[config.mk]
export PLATFORM = sky130hd
export DESIGN_NAME = presence_screen_mode_controller
export DESIGN_NICKNAME = d
export VERILOG_FILES = /design/src/rtl/pscr_pkg.sv /design/src/rtl/pscr_cfg.sv /design/src/rtl/pscr_core.sv /design/src/rtl/pscr_div1000.sv /design/src/rtl/presence_screen_mode_controller.sv
export SDC_FILE = /design/constraint.sdc
export NUM_CORES = 2
export LEC_CHECK = 0
export BUFFER_PORTS_ARGS = -buffer_cell sky130_fd_sc_hd__buf_2
export CAP_MARGIN = 20
export CORE_MARGIN = 2
export CORE_UTILIZATION = 30
export CTS_BUF_LIST = sky130_fd_sc_hd__clkbuf_4 sky130_fd_sc_hd__clkbuf_8 sky130_fd_sc_hd__clkbuf_16
export DETAILED_ROUTE_END_ITERATION = 7
export PLACE_DENSITY = 0.42
export SKIP_CTS_REPAIR_TIMING = 1
export SLEW_MARGIN = 30
export SYNTH_ARGS = -nofsm -noshare
export SYNTH_HDL_FRONTEND = slang
export SYNTH_SLANG_ARGS = --single-unit
export TNS_END_PERCENT = 30
[constraint.sdc]
create_clock -name clk -period 9.2 [get_ports clk]
set_input_delay 1.84 -clock clk [delete_from_list [all_inputs] [get_ports clk]]
set_output_delay 1.84 -clock clk [all_outputs]
set_load 0.02 [all_outputs]
[src/rtl/pscr_pkg.sv]
`timescale 1ns / 1ps
`default_nettype none

package pscr_pkg;

	// Screen modes as reported on the result channel.
	typedef enum logic [1:0] {
		MODE_ACTIVE  = 2'd0,
		MODE_ALERT   = 2'd1,
		MODE_SUMMARY = 2'd2,
		MODE_SLEEP   = 2'd3
	} mode_t;

	// Configuration register indexes.
	localparam int CFG_IDX_W = 3;
	typedef enum logic [CFG_IDX_W-1:0] {
		CFG_SIT_THRESHOLD = 3'd0,
		CFG_RESET_DELAY   = 3'd1,
		CFG_SUMMARY_DELAY = 3'd2,
		CFG_SLEEP_DELAY   = 3'd3,
		CFG_ALERT_DISMISS = 3'd4
	} cfg_idx_t;

	localparam int TIME_W = 32;
	localparam int SEC_W  = 23;

	// Register values after reset, in milliseconds.
	localparam logic [TIME_W-1:0] SIT_THRESHOLD_RST = 32'd1800000;
	localparam logic [TIME_W-1:0] RESET_DELAY_RST   = 32'd10000;
	localparam logic [TIME_W-1:0] SUMMARY_DELAY_RST = 32'd30000;
	localparam logic [TIME_W-1:0] SLEEP_DELAY_RST   = 32'd300000;
	localparam logic [TIME_W-1:0] ALERT_DISMISS_RST = 32'd60000;

	// Milliseconds to seconds: x / 1000 == (x * ceil(2^38 / 1000)) >> 38 for 32-bit x.
	localparam int MS_PER_SEC = 1000;
	localparam int DIV_SHIFT  = 38;
	localparam int MAGIC_W    = 29;
	localparam logic [MAGIC_W-1:0] DIV_MAGIC = 29'd274877907;

	// Thresholds held by the configuration block.
	typedef struct packed {
		logic [TIME_W-1:0] sit_threshold_ms;
		logic [TIME_W-1:0] reset_delay_ms;
		logic [TIME_W-1:0] summary_delay_ms;
		logic [TIME_W-1:0] sleep_delay_ms;
		logic [TIME_W-1:0] alert_dismiss_ms;
	} cfg_t;

	// Outcome of one tick before conversion to seconds.
	typedef struct packed {
		mode_t             mode;
		logic              changed;
		logic [TIME_W-1:0] countdown_ms;
		logic [TIME_W-1:0] sit_accum_ms;
	} step_t;

endpackage

`default_nettype wire

[src/rtl/pscr_cfg.sv]
`timescale 1ns / 1ps
`default_nettype none

module pscr_cfg (
	input  wire                              clk,
	input  wire                              arst_n,
	input  wire                              cfg_valid,
	output logic                             cfg_ready,
	input  wire  [pscr_pkg::CFG_IDX_W-1:0]   cfg_index,
	input  wire  [pscr_pkg::TIME_W-1:0]      cfg_data,
	output pscr_pkg::cfg_t                   cfg
);

	pscr_pkg::cfg_t cfg_q;

	// The register file takes a beat in every cycle.
	assign cfg_ready = 1'b1;
	assign cfg      = cfg_q;

	// Register writes; indexes past the last register are dropped.
	always_ff @(posedge clk or negedge arst_n) begin
		if (!arst_n) begin
			cfg_q.sit_threshold_ms <= pscr_pkg::SIT_THRESHOLD_RST;
			cfg_q.reset_delay_ms   <= pscr_pkg::RESET_DELAY_RST;
			cfg_q.summary_delay_ms <= pscr_pkg::SUMMARY_DELAY_RST;
			cfg_q.sleep_delay_ms   <= pscr_pkg::SLEEP_DELAY_RST;
			cfg_q.alert_dismiss_ms <= pscr_pkg::ALERT_DISMISS_RST;
		end else if (cfg_valid) begin
			unique case (cfg_index)
				pscr_pkg::CFG_SIT_THRESHOLD: cfg_q.sit_threshold_ms <= cfg_data;
				pscr_pkg::CFG_RESET_DELAY:   cfg_q.reset_delay_ms   <= cfg_data;
				pscr_pkg::CFG_SUMMARY_DELAY: cfg_q.summary_delay_ms <= cfg_data;
				pscr_pkg::CFG_SLEEP_DELAY:   cfg_q.sleep_delay_ms   <= cfg_data;
				pscr_pkg::CFG_ALERT_DISMISS: cfg_q.alert_dismiss_ms <= cfg_data;
				default: ;
			endcase
		end
	end

endmodule

`default_nettype wire

[src/rtl/pscr_core.sv]
`timescale 1ns / 1ps
`default_nettype none

module pscr_core (
	input  wire                          clk,
	input  wire                          arst_n,
	input  wire                          step_en,
	input  wire                          present,
	input  wire  [pscr_pkg::TIME_W-1:0]  now,
	input  wire  pscr_pkg::cfg_t         cfg,
	output pscr_pkg::step_t              step
);

	localparam int W = pscr_pkg::TIME_W;

	pscr_pkg::mode_t mode_q;
	logic [W-1:0]    accum_q;
	logic            was_present_q;
	logic [W-1:0]    last_present_q;
	logic            absent_q;
	logic [W-1:0]    absent_start_q;
	logic [W-1:0]    alert_start_q;

	pscr_pkg::mode_t mode_d;
	logic [W-1:0]    accum_d;
	logic            was_present_d;
	logic [W-1:0]    last_present_d;
	logic            absent_d;
	logic [W-1:0]    absent_start_d;
	logic [W-1:0]    alert_start_d;

	logic [W:0]      accum_sum;
	logic [W-1:0]    accum_upd;
	logic [W-1:0]    absent_ms;
	logic            clear_cd;

	// Presence tracking: sitting time grows between consecutive present ticks.
	always_comb begin
		accum_sum      = {1'b0, accum_q} + {1'b0, now - last_present_q};
		accum_upd      = accum_q;
		was_present_d  = was_present_q;
		last_present_d = last_present_q;
		absent_d       = absent_q;
		absent_start_d = absent_start_q;
		if (present) begin
			if (was_present_q) begin
				accum_upd = accum_sum[W] ? {W{1'b1}} : accum_sum[W-1:0];
			end
			last_present_d = now;
			was_present_d  = 1'b1;
			absent_d       = 1'b0;
		end else begin
			was_present_d = 1'b0;
			if (!absent_q) begin
				absent_d       = 1'b1;
				absent_start_d = now;
			end
		end
		absent_ms = absent_d ? (now - absent_start_d) : '0;
	end

	// Mode transitions for this tick.
	always_comb begin
		mode_d        = mode_q;
		alert_start_d = alert_start_q;
		clear_cd      = 1'b0;
		unique case (mode_q)
			pscr_pkg::MODE_ACTIVE: begin
				if (present) begin
					if (accum_upd >= cfg.sit_threshold_ms) begin
						alert_start_d = now;
						mode_d        = pscr_pkg::MODE_ALERT;
					end
				end else if (absent_ms >= cfg.sleep_delay_ms) begin
					clear_cd = 1'b1;
					mode_d   = pscr_pkg::MODE_SLEEP;
				end else if (absent_ms >= cfg.summary_delay_ms) begin
					clear_cd = 1'b1;
					mode_d   = pscr_pkg::MODE_SUMMARY;
				end else if (absent_ms >= cfg.reset_delay_ms) begin
					clear_cd = 1'b1;
				end
			end
			pscr_pkg::MODE_ALERT: begin
				if (present || ((now - alert_start_q) >= cfg.alert_dismiss_ms)) begin
					clear_cd = 1'b1;
					mode_d   = pscr_pkg::MODE_ACTIVE;
				end
			end
			pscr_pkg::MODE_SUMMARY: begin
				if (present) begin
					mode_d = pscr_pkg::MODE_ACTIVE;
				end else if (absent_ms >= cfg.sleep_delay_ms) begin
					mode_d = pscr_pkg::MODE_SLEEP;
				end
			end
			pscr_pkg::MODE_SLEEP: begin
				if (present) begin
					mode_d = pscr_pkg::MODE_ACTIVE;
				end
			end
			default: ;
		endcase
		accum_d = clear_cd ? '0 : accum_upd;
	end

	// Result of the tick, still in milliseconds.
	always_comb begin
		step.mode         = mode_d;
		step.changed      = (mode_d != mode_q);
		step.sit_accum_ms = accum_d;
		step.countdown_ms = (accum_d >= cfg.sit_threshold_ms) ? '0
		                  : (cfg.sit_threshold_ms - accum_d);
	end

	// Controller state, updated once per tick.
	always_ff @(posedge clk or negedge arst_n) begin
		if (!arst_n) begin
			mode_q         <= pscr_pkg::MODE_ACTIVE;
			accum_q        <= '0;
			was_present_q  <= 1'b0;
			last_present_q <= '0;
			absent_q       <= 1'b0;
			absent_start_q <= '0;
			alert_start_q  <= '0;
		end else if (step_en) begin
			mode_q         <= mode_d;
			accum_q        <= accum_d;
			was_present_q  <= clear_cd ? 1'b0 : was_present_d;
			last_present_q <= last_present_d;
			absent_q       <= absent_d;
			absent_start_q <= absent_start_d;
			alert_start_q  <= alert_start_d;
		end
	end

endmodule

`default_nettype wire

[src/rtl/pscr_div1000.sv]
`timescale 1ns / 1ps
`default_nettype none

module pscr_div1000 (
	input  wire  [pscr_pkg::TIME_W-1:0] ms,
	output logic [pscr_pkg::SEC_W-1:0]  sec
);

	localparam int PW = pscr_pkg::TIME_W + pscr_pkg::MAGIC_W;

	logic [PW-1:0] prod;

	// Reciprocal multiply; the quotient of a 32-bit value fits in 23 bits.
	always_comb begin
		prod = {{pscr_pkg::MAGIC_W{1'b0}}, ms} * {{pscr_pkg::TIME_W{1'b0}}, pscr_pkg::DIV_MAGIC};
		sec  = prod[pscr_pkg::DIV_SHIFT +: pscr_pkg::SEC_W];
	end

endmodule

`default_nettype wire

[src/rtl/presence_screen_mode_controller.sv]
`timescale 1ns / 1ps
`default_nettype none

// Screen mode controller driven by presence ticks. Each accepted tick (presence bit and
// millisecond timestamp) yields exactly one result: the mode after the tick, a flag set when
// the tick changed the mode, and the seconds left before the sitting alert together with the
// accumulated sitting time. A tick passes from acceptance to a valid result through an
// input register, the state update that writes the controller registers, and a result
// register after the millisecond-to-second reciprocal multipliers. One tick is accepted in
// every cycle when the result side keeps up. Thresholds are written through the
// configuration channel, which is always ready; write them only while no tick is in flight.
module presence_screen_mode_controller (
	input  wire                              clk,
	input  wire                              arst_n,
	input  wire                              cfg_valid,
	output logic                             cfg_ready,
	input  wire  [pscr_pkg::CFG_IDX_W-1:0]   cfg_index,
	input  wire  [pscr_pkg::TIME_W-1:0]      cfg_data,
	input  wire                              in_valid,
	output logic                             in_ready,
	input  wire                              person_present,
	input  wire  [pscr_pkg::TIME_W-1:0]      time_ms,
	output logic                             out_valid,
	input  wire                              out_ready,
	output logic [1:0]                       screen_mode,
	output logic                             mode_changed,
	output logic [pscr_pkg::SEC_W-1:0]       countdown_sec,
	output logic [pscr_pkg::SEC_W-1:0]       sitting_sec
);

	pscr_pkg::cfg_t  cfg;
	pscr_pkg::step_t step;

	logic                          valid_s1;
	logic                          present_s1;
	logic [pscr_pkg::TIME_W-1:0]   time_s1;
	logic                          valid_s2;
	pscr_pkg::step_t               step_s2;
	logic [pscr_pkg::SEC_W-1:0]    cd_sec;
	logic [pscr_pkg::SEC_W-1:0]    sit_sec;
	logic                          out_valid_q;
	logic                          adv_out;
	logic                          adv_s2;

	// Pipeline flow: a stage moves on when the next one is empty or moving.
	assign adv_out  = valid_s2 && (!out_valid_q || out_ready);
	assign adv_s2   = valid_s1 && (!valid_s2 || adv_out);
	assign in_ready = !valid_s1 || adv_s2;
	assign out_valid = out_valid_q;

	pscr_cfg u_cfg (
		.clk       (clk),
		.arst_n    (arst_n),
		.cfg_valid (cfg_valid),
		.cfg_ready (cfg_ready),
		.cfg_index (cfg_index),
		.cfg_data  (cfg_data),
		.cfg       (cfg)
	);

	pscr_core u_core (
		.clk     (clk),
		.arst_n  (arst_n),
		.step_en (adv_s2),
		.present (present_s1),
		.now     (time_s1),
		.cfg     (cfg),
		.step    (step)
	);

	pscr_div1000 u_div_cd (
		.ms  (step_s2.countdown_ms),
		.sec (cd_sec)
	);

	pscr_div1000 u_div_sit (
		.ms  (step_s2.sit_accum_ms),
		.sec (sit_sec)
	);

	// Valid flags of the three stages.
	always_ff @(posedge clk or negedge arst_n) begin
		if (!arst_n) begin
			valid_s1    <= 1'b0;
			valid_s2    <= 1'b0;
			out_valid_q <= 1'b0;
		end else begin
			if (in_ready) begin
				valid_s1 <= in_valid;
			end
			if (adv_s2) begin
				valid_s2 <= 1'b1;
			end else if (adv_out) begin
				valid_s2 <= 1'b0;
			end
			if (adv_out) begin
				out_valid_q <= 1'b1;
			end else if (out_ready) begin
				out_valid_q <= 1'b0;
			end
		end
	end

	// Payload registers.
	always_ff @(posedge clk) begin
		if (in_valid && in_ready) begin
			present_s1 <= person_present;
			time_s1    <= time_ms;
		end
		if (adv_s2) begin
			step_s2 <= step;
		end
		if (adv_out) begin
			screen_mode   <= step_s2.mode;
			mode_changed  <= step_s2.changed;
			countdown_sec <= cd_sec;
			sitting_sec   <= sit_sec;
		end
	end

endmodule

`default_nettype wire
==> qor.yml <==
worstHoldStart: "u_core.was_present_q$_DFFE_PN0P_"
syn_area_per_cell_um2: 10.11
grt_max_degree: 119
drc: 0
cp_max_fo: 24
routed_wl_um: 162500
cts_tree: "yes"
htreeDepth: 2
reg2reg_to: "step_s2[35]$_SDFFCE_PP0P_"
syn_to_final_growth_pct: 12.19
dieWidth_um: 433.4
worstMarginPinSlew_ns: 0.9685
hp-class: "reg2reg"
stdcell_area_um2: 62070
finalHoldViolCount: 0
coreArea_um2: 183100
async_flop_share_pct: 66.44
ys_ff_latch: 444
synth_cells: 5475
wire_per_inst_um: 19.76
synth_warnings: 0
cts-root-buf: "clkbuf_16"
relSlewSlack_pct: 35.43
endpoint_kind: "flop"
criticalPathCategory: "reg2reg"
num_vias: 38340
instances_no_fill: 8225
cts_sinks: 444
synth_edf_count: 149
yosys.area.top_type_share_pct: 24.67
r2r_start: "present_s1$_DFFE_PP_"
yosysTopAreaCell: "ha_1"
cap_viol_max_count: 0
vias_per_cell: 4.661
yosysMostFrequentCell: "inv_1"
period_share_pct: 95.24
outcome: "finished clean"
synth_ff_type: "dfrtp_1"
place_congestion: 0.8559
drv_slew: 0
ios: 125
grt_pass1_vias: 40220
ant_nets: 0
synthTopCellsByCount: "1139 x inv_1, 1091 x ha_1, 601 x fa_1, 324 x nand2_1, 287 x o21ai_0"
min_period_ns: 8.762
final_nets: 7475
synth_nets: 7240
io_buffers: 123
cts_inserted_buffers: 57
drive_gt1_share_pct: 10.45
first_pass_iters: 5
rrSetupSlack_ns: 0.44
antenna_found_initial: 11
setup_tns_ns: 0
synth_area_leaders: "ha_1 25%, fa_1 22%, dfrtp_1 12%"
required_ns: 9.61
dieHeight_um: 433.4
start_util_pct: 30.22
r2r_cells: 39
clkLatencyLatePin_ns: 0.69
num_rows: 157
arrival_ns: 9.17
hold_end: "u_core.was_present_q$_DFFE_PN0P_"
hold-path-cell-count: 2
finalSetupViolations: 0
grt_overflow_total: 0
dpl.hpwl_um: 135400
post_dp_cell_area_um2: 59780
dpl.cell_count: 8113
die-area_um2: 187900
synth_cell_types: 90
fmax_mhz: 114.1
cpMostUsedCell: "ha_1"
netlist_area_um2: 55330
grt_util_all_layers_pct: 17.58
grt_pass1_wl_um: 249600
clock_path_buffers: 3
skew_ns: 0.03302
seq_area_frac_synth_pct: 21.52
cp_slowest_cell: "or4_1"
critPathMaxStageDelay_ns: 0.48
path_clk_slew_ns: 0.07
cp-start-kind: "flop"
drtIter0Drc: 1919
## placed cells by master (no fill, tap or decap), types with 13 or more instances in the layout
cell,count
inv_1,1139
ha_1,1090
fa_1,601
nand2_1,323
o21ai_0,282
dfrtp_1,257
a21oi_1,203
nor2_1,194
edfxtp_1,149
a21o_1,127
buf_4,126
buf_2,122
mux2_2,111
xnor2_1,91
nor3_1,61
clkbuf_16,61
nand3_1,55
xor2_1,54
o21a_1,48
dfstp_2,38
a211oi_1,36
nor2b_1,34
mux2i_1,32
and3_1,30
nand2b_1,30
o31ai_1,27
nand4_1,26
o21bai_1,22
o22ai_1,19
o211ai_1,18
a31oi_1,18
and2_1,18
or3_1,16
o22a_1,16
a31o_2,14
and4_1,13
## worst max path at each step
stage	to	cells past startpoint	from	slack, ns
global placement	step_s2[35]$_SDFFCE_PP0P_	40	present_s1$_DFFE_PP_	-0.07
CTS	step_s2[39]$_SDFFCE_PP0P_	40	present_s1$_DFFE_PP_	-0.22
detailed placement	step_s2[45]$_SDFFCE_PP0P_	40	present_s1$_DFFE_PP_	-0.15
global route	step_s2[39]$_SDFFCE_PP0P_	39	present_s1$_DFFE_PP_	-0.02
finish	step_s2[35]$_SDFFCE_PP0P_	39	present_s1$_DFFE_PP_	0.44
floorplan	step_s2[39]$_SDFFCE_PP0P_	41	present_s1$_DFFE_PP_	0.15
## area by class of cell
cell class / instances / area, µm²
diodes: 2 / 5.005
clock buffers: 74 / 1625
clock inverters: 34 / 431.7
fillers: 18940 / 121000
inverters: 1141 / 4285
multi-input cells: 3810 / 39020
flip-flops and latches: 444 / 11900
well taps: 2464 / 3083
repair buffers: 256 / 1719
## through the flow
step / setup WS, ns / utilization, % / hold WS, ns
final: 0.4375 / 33.90 / 0.4771
after global routing: -0.01609 / 33.90 / 0.4868
after CTS: -0.2240 / 33.78 / 0.4806
after detailed placement: -0.1461 / 32.65 / 0.4648
after global placement: -0.07191 / 32.65 / 0.4531
after floorplan: 0.1484 / - / 0.4003
## critical path, delay by kind of cell (launching register included)
family,cells,cell delay [ns]
compound gates,19,3.97
flops,1,0.43
simple gates,11,2.16
fa+ha+maj,5,1.42
buf+inv,3,0.28
mux,1,0.22
## cells by family after synthesis
group	after synthesis	share of synthesized area, %
AO/OA/AOI/OAI	957	11.04
multiplexers	148	2.938
flip-flops	444	21.52
other	1	0.006778
adder cells (fa/ha/maj)	1692	46.42
buffers and inverters	1221	8.374
XOR/XNOR	145	2.295
AND/OR/NAND/NOR	867	7.409
## state kept, by name, indices dropped and copies added, names as in the netlist
name and cells:
u_cfg.cfg 160, step_s2 67, time_s1 32, u_core.absent_start_q 32, u_core.accum_q 32, u_core.alert_start_q 32
u_core.last_present_q 32, countdown_sec 23, sitting_sec 23, screen_mode 2, u_core.mode_q 2, mode_changed 1
out_valid 1, present_s1 1, u_core.absent_q 1, u_core.was_present_q 1, valid_s1 1, valid_s2 1
## layer usage
| metal | GRT usage [%] | part of all wire, % | up-vias |
|---|---|---|---|
| li1 | - | - | 18880 |
| met1 | 24.69 | 48 | 18840 |
| met2 | 29.52 | 47 | 486 |
| met4 | 3.433 | 1.9 | 2 |
| met3 | 1.491 | 2.6 | 125 |
| met5 | 0 | 0.0080 | - |
Power is left out: the tool's default activity adds up to more than one toggle a clock period on the data nets, which glitch-free logic cannot reach.
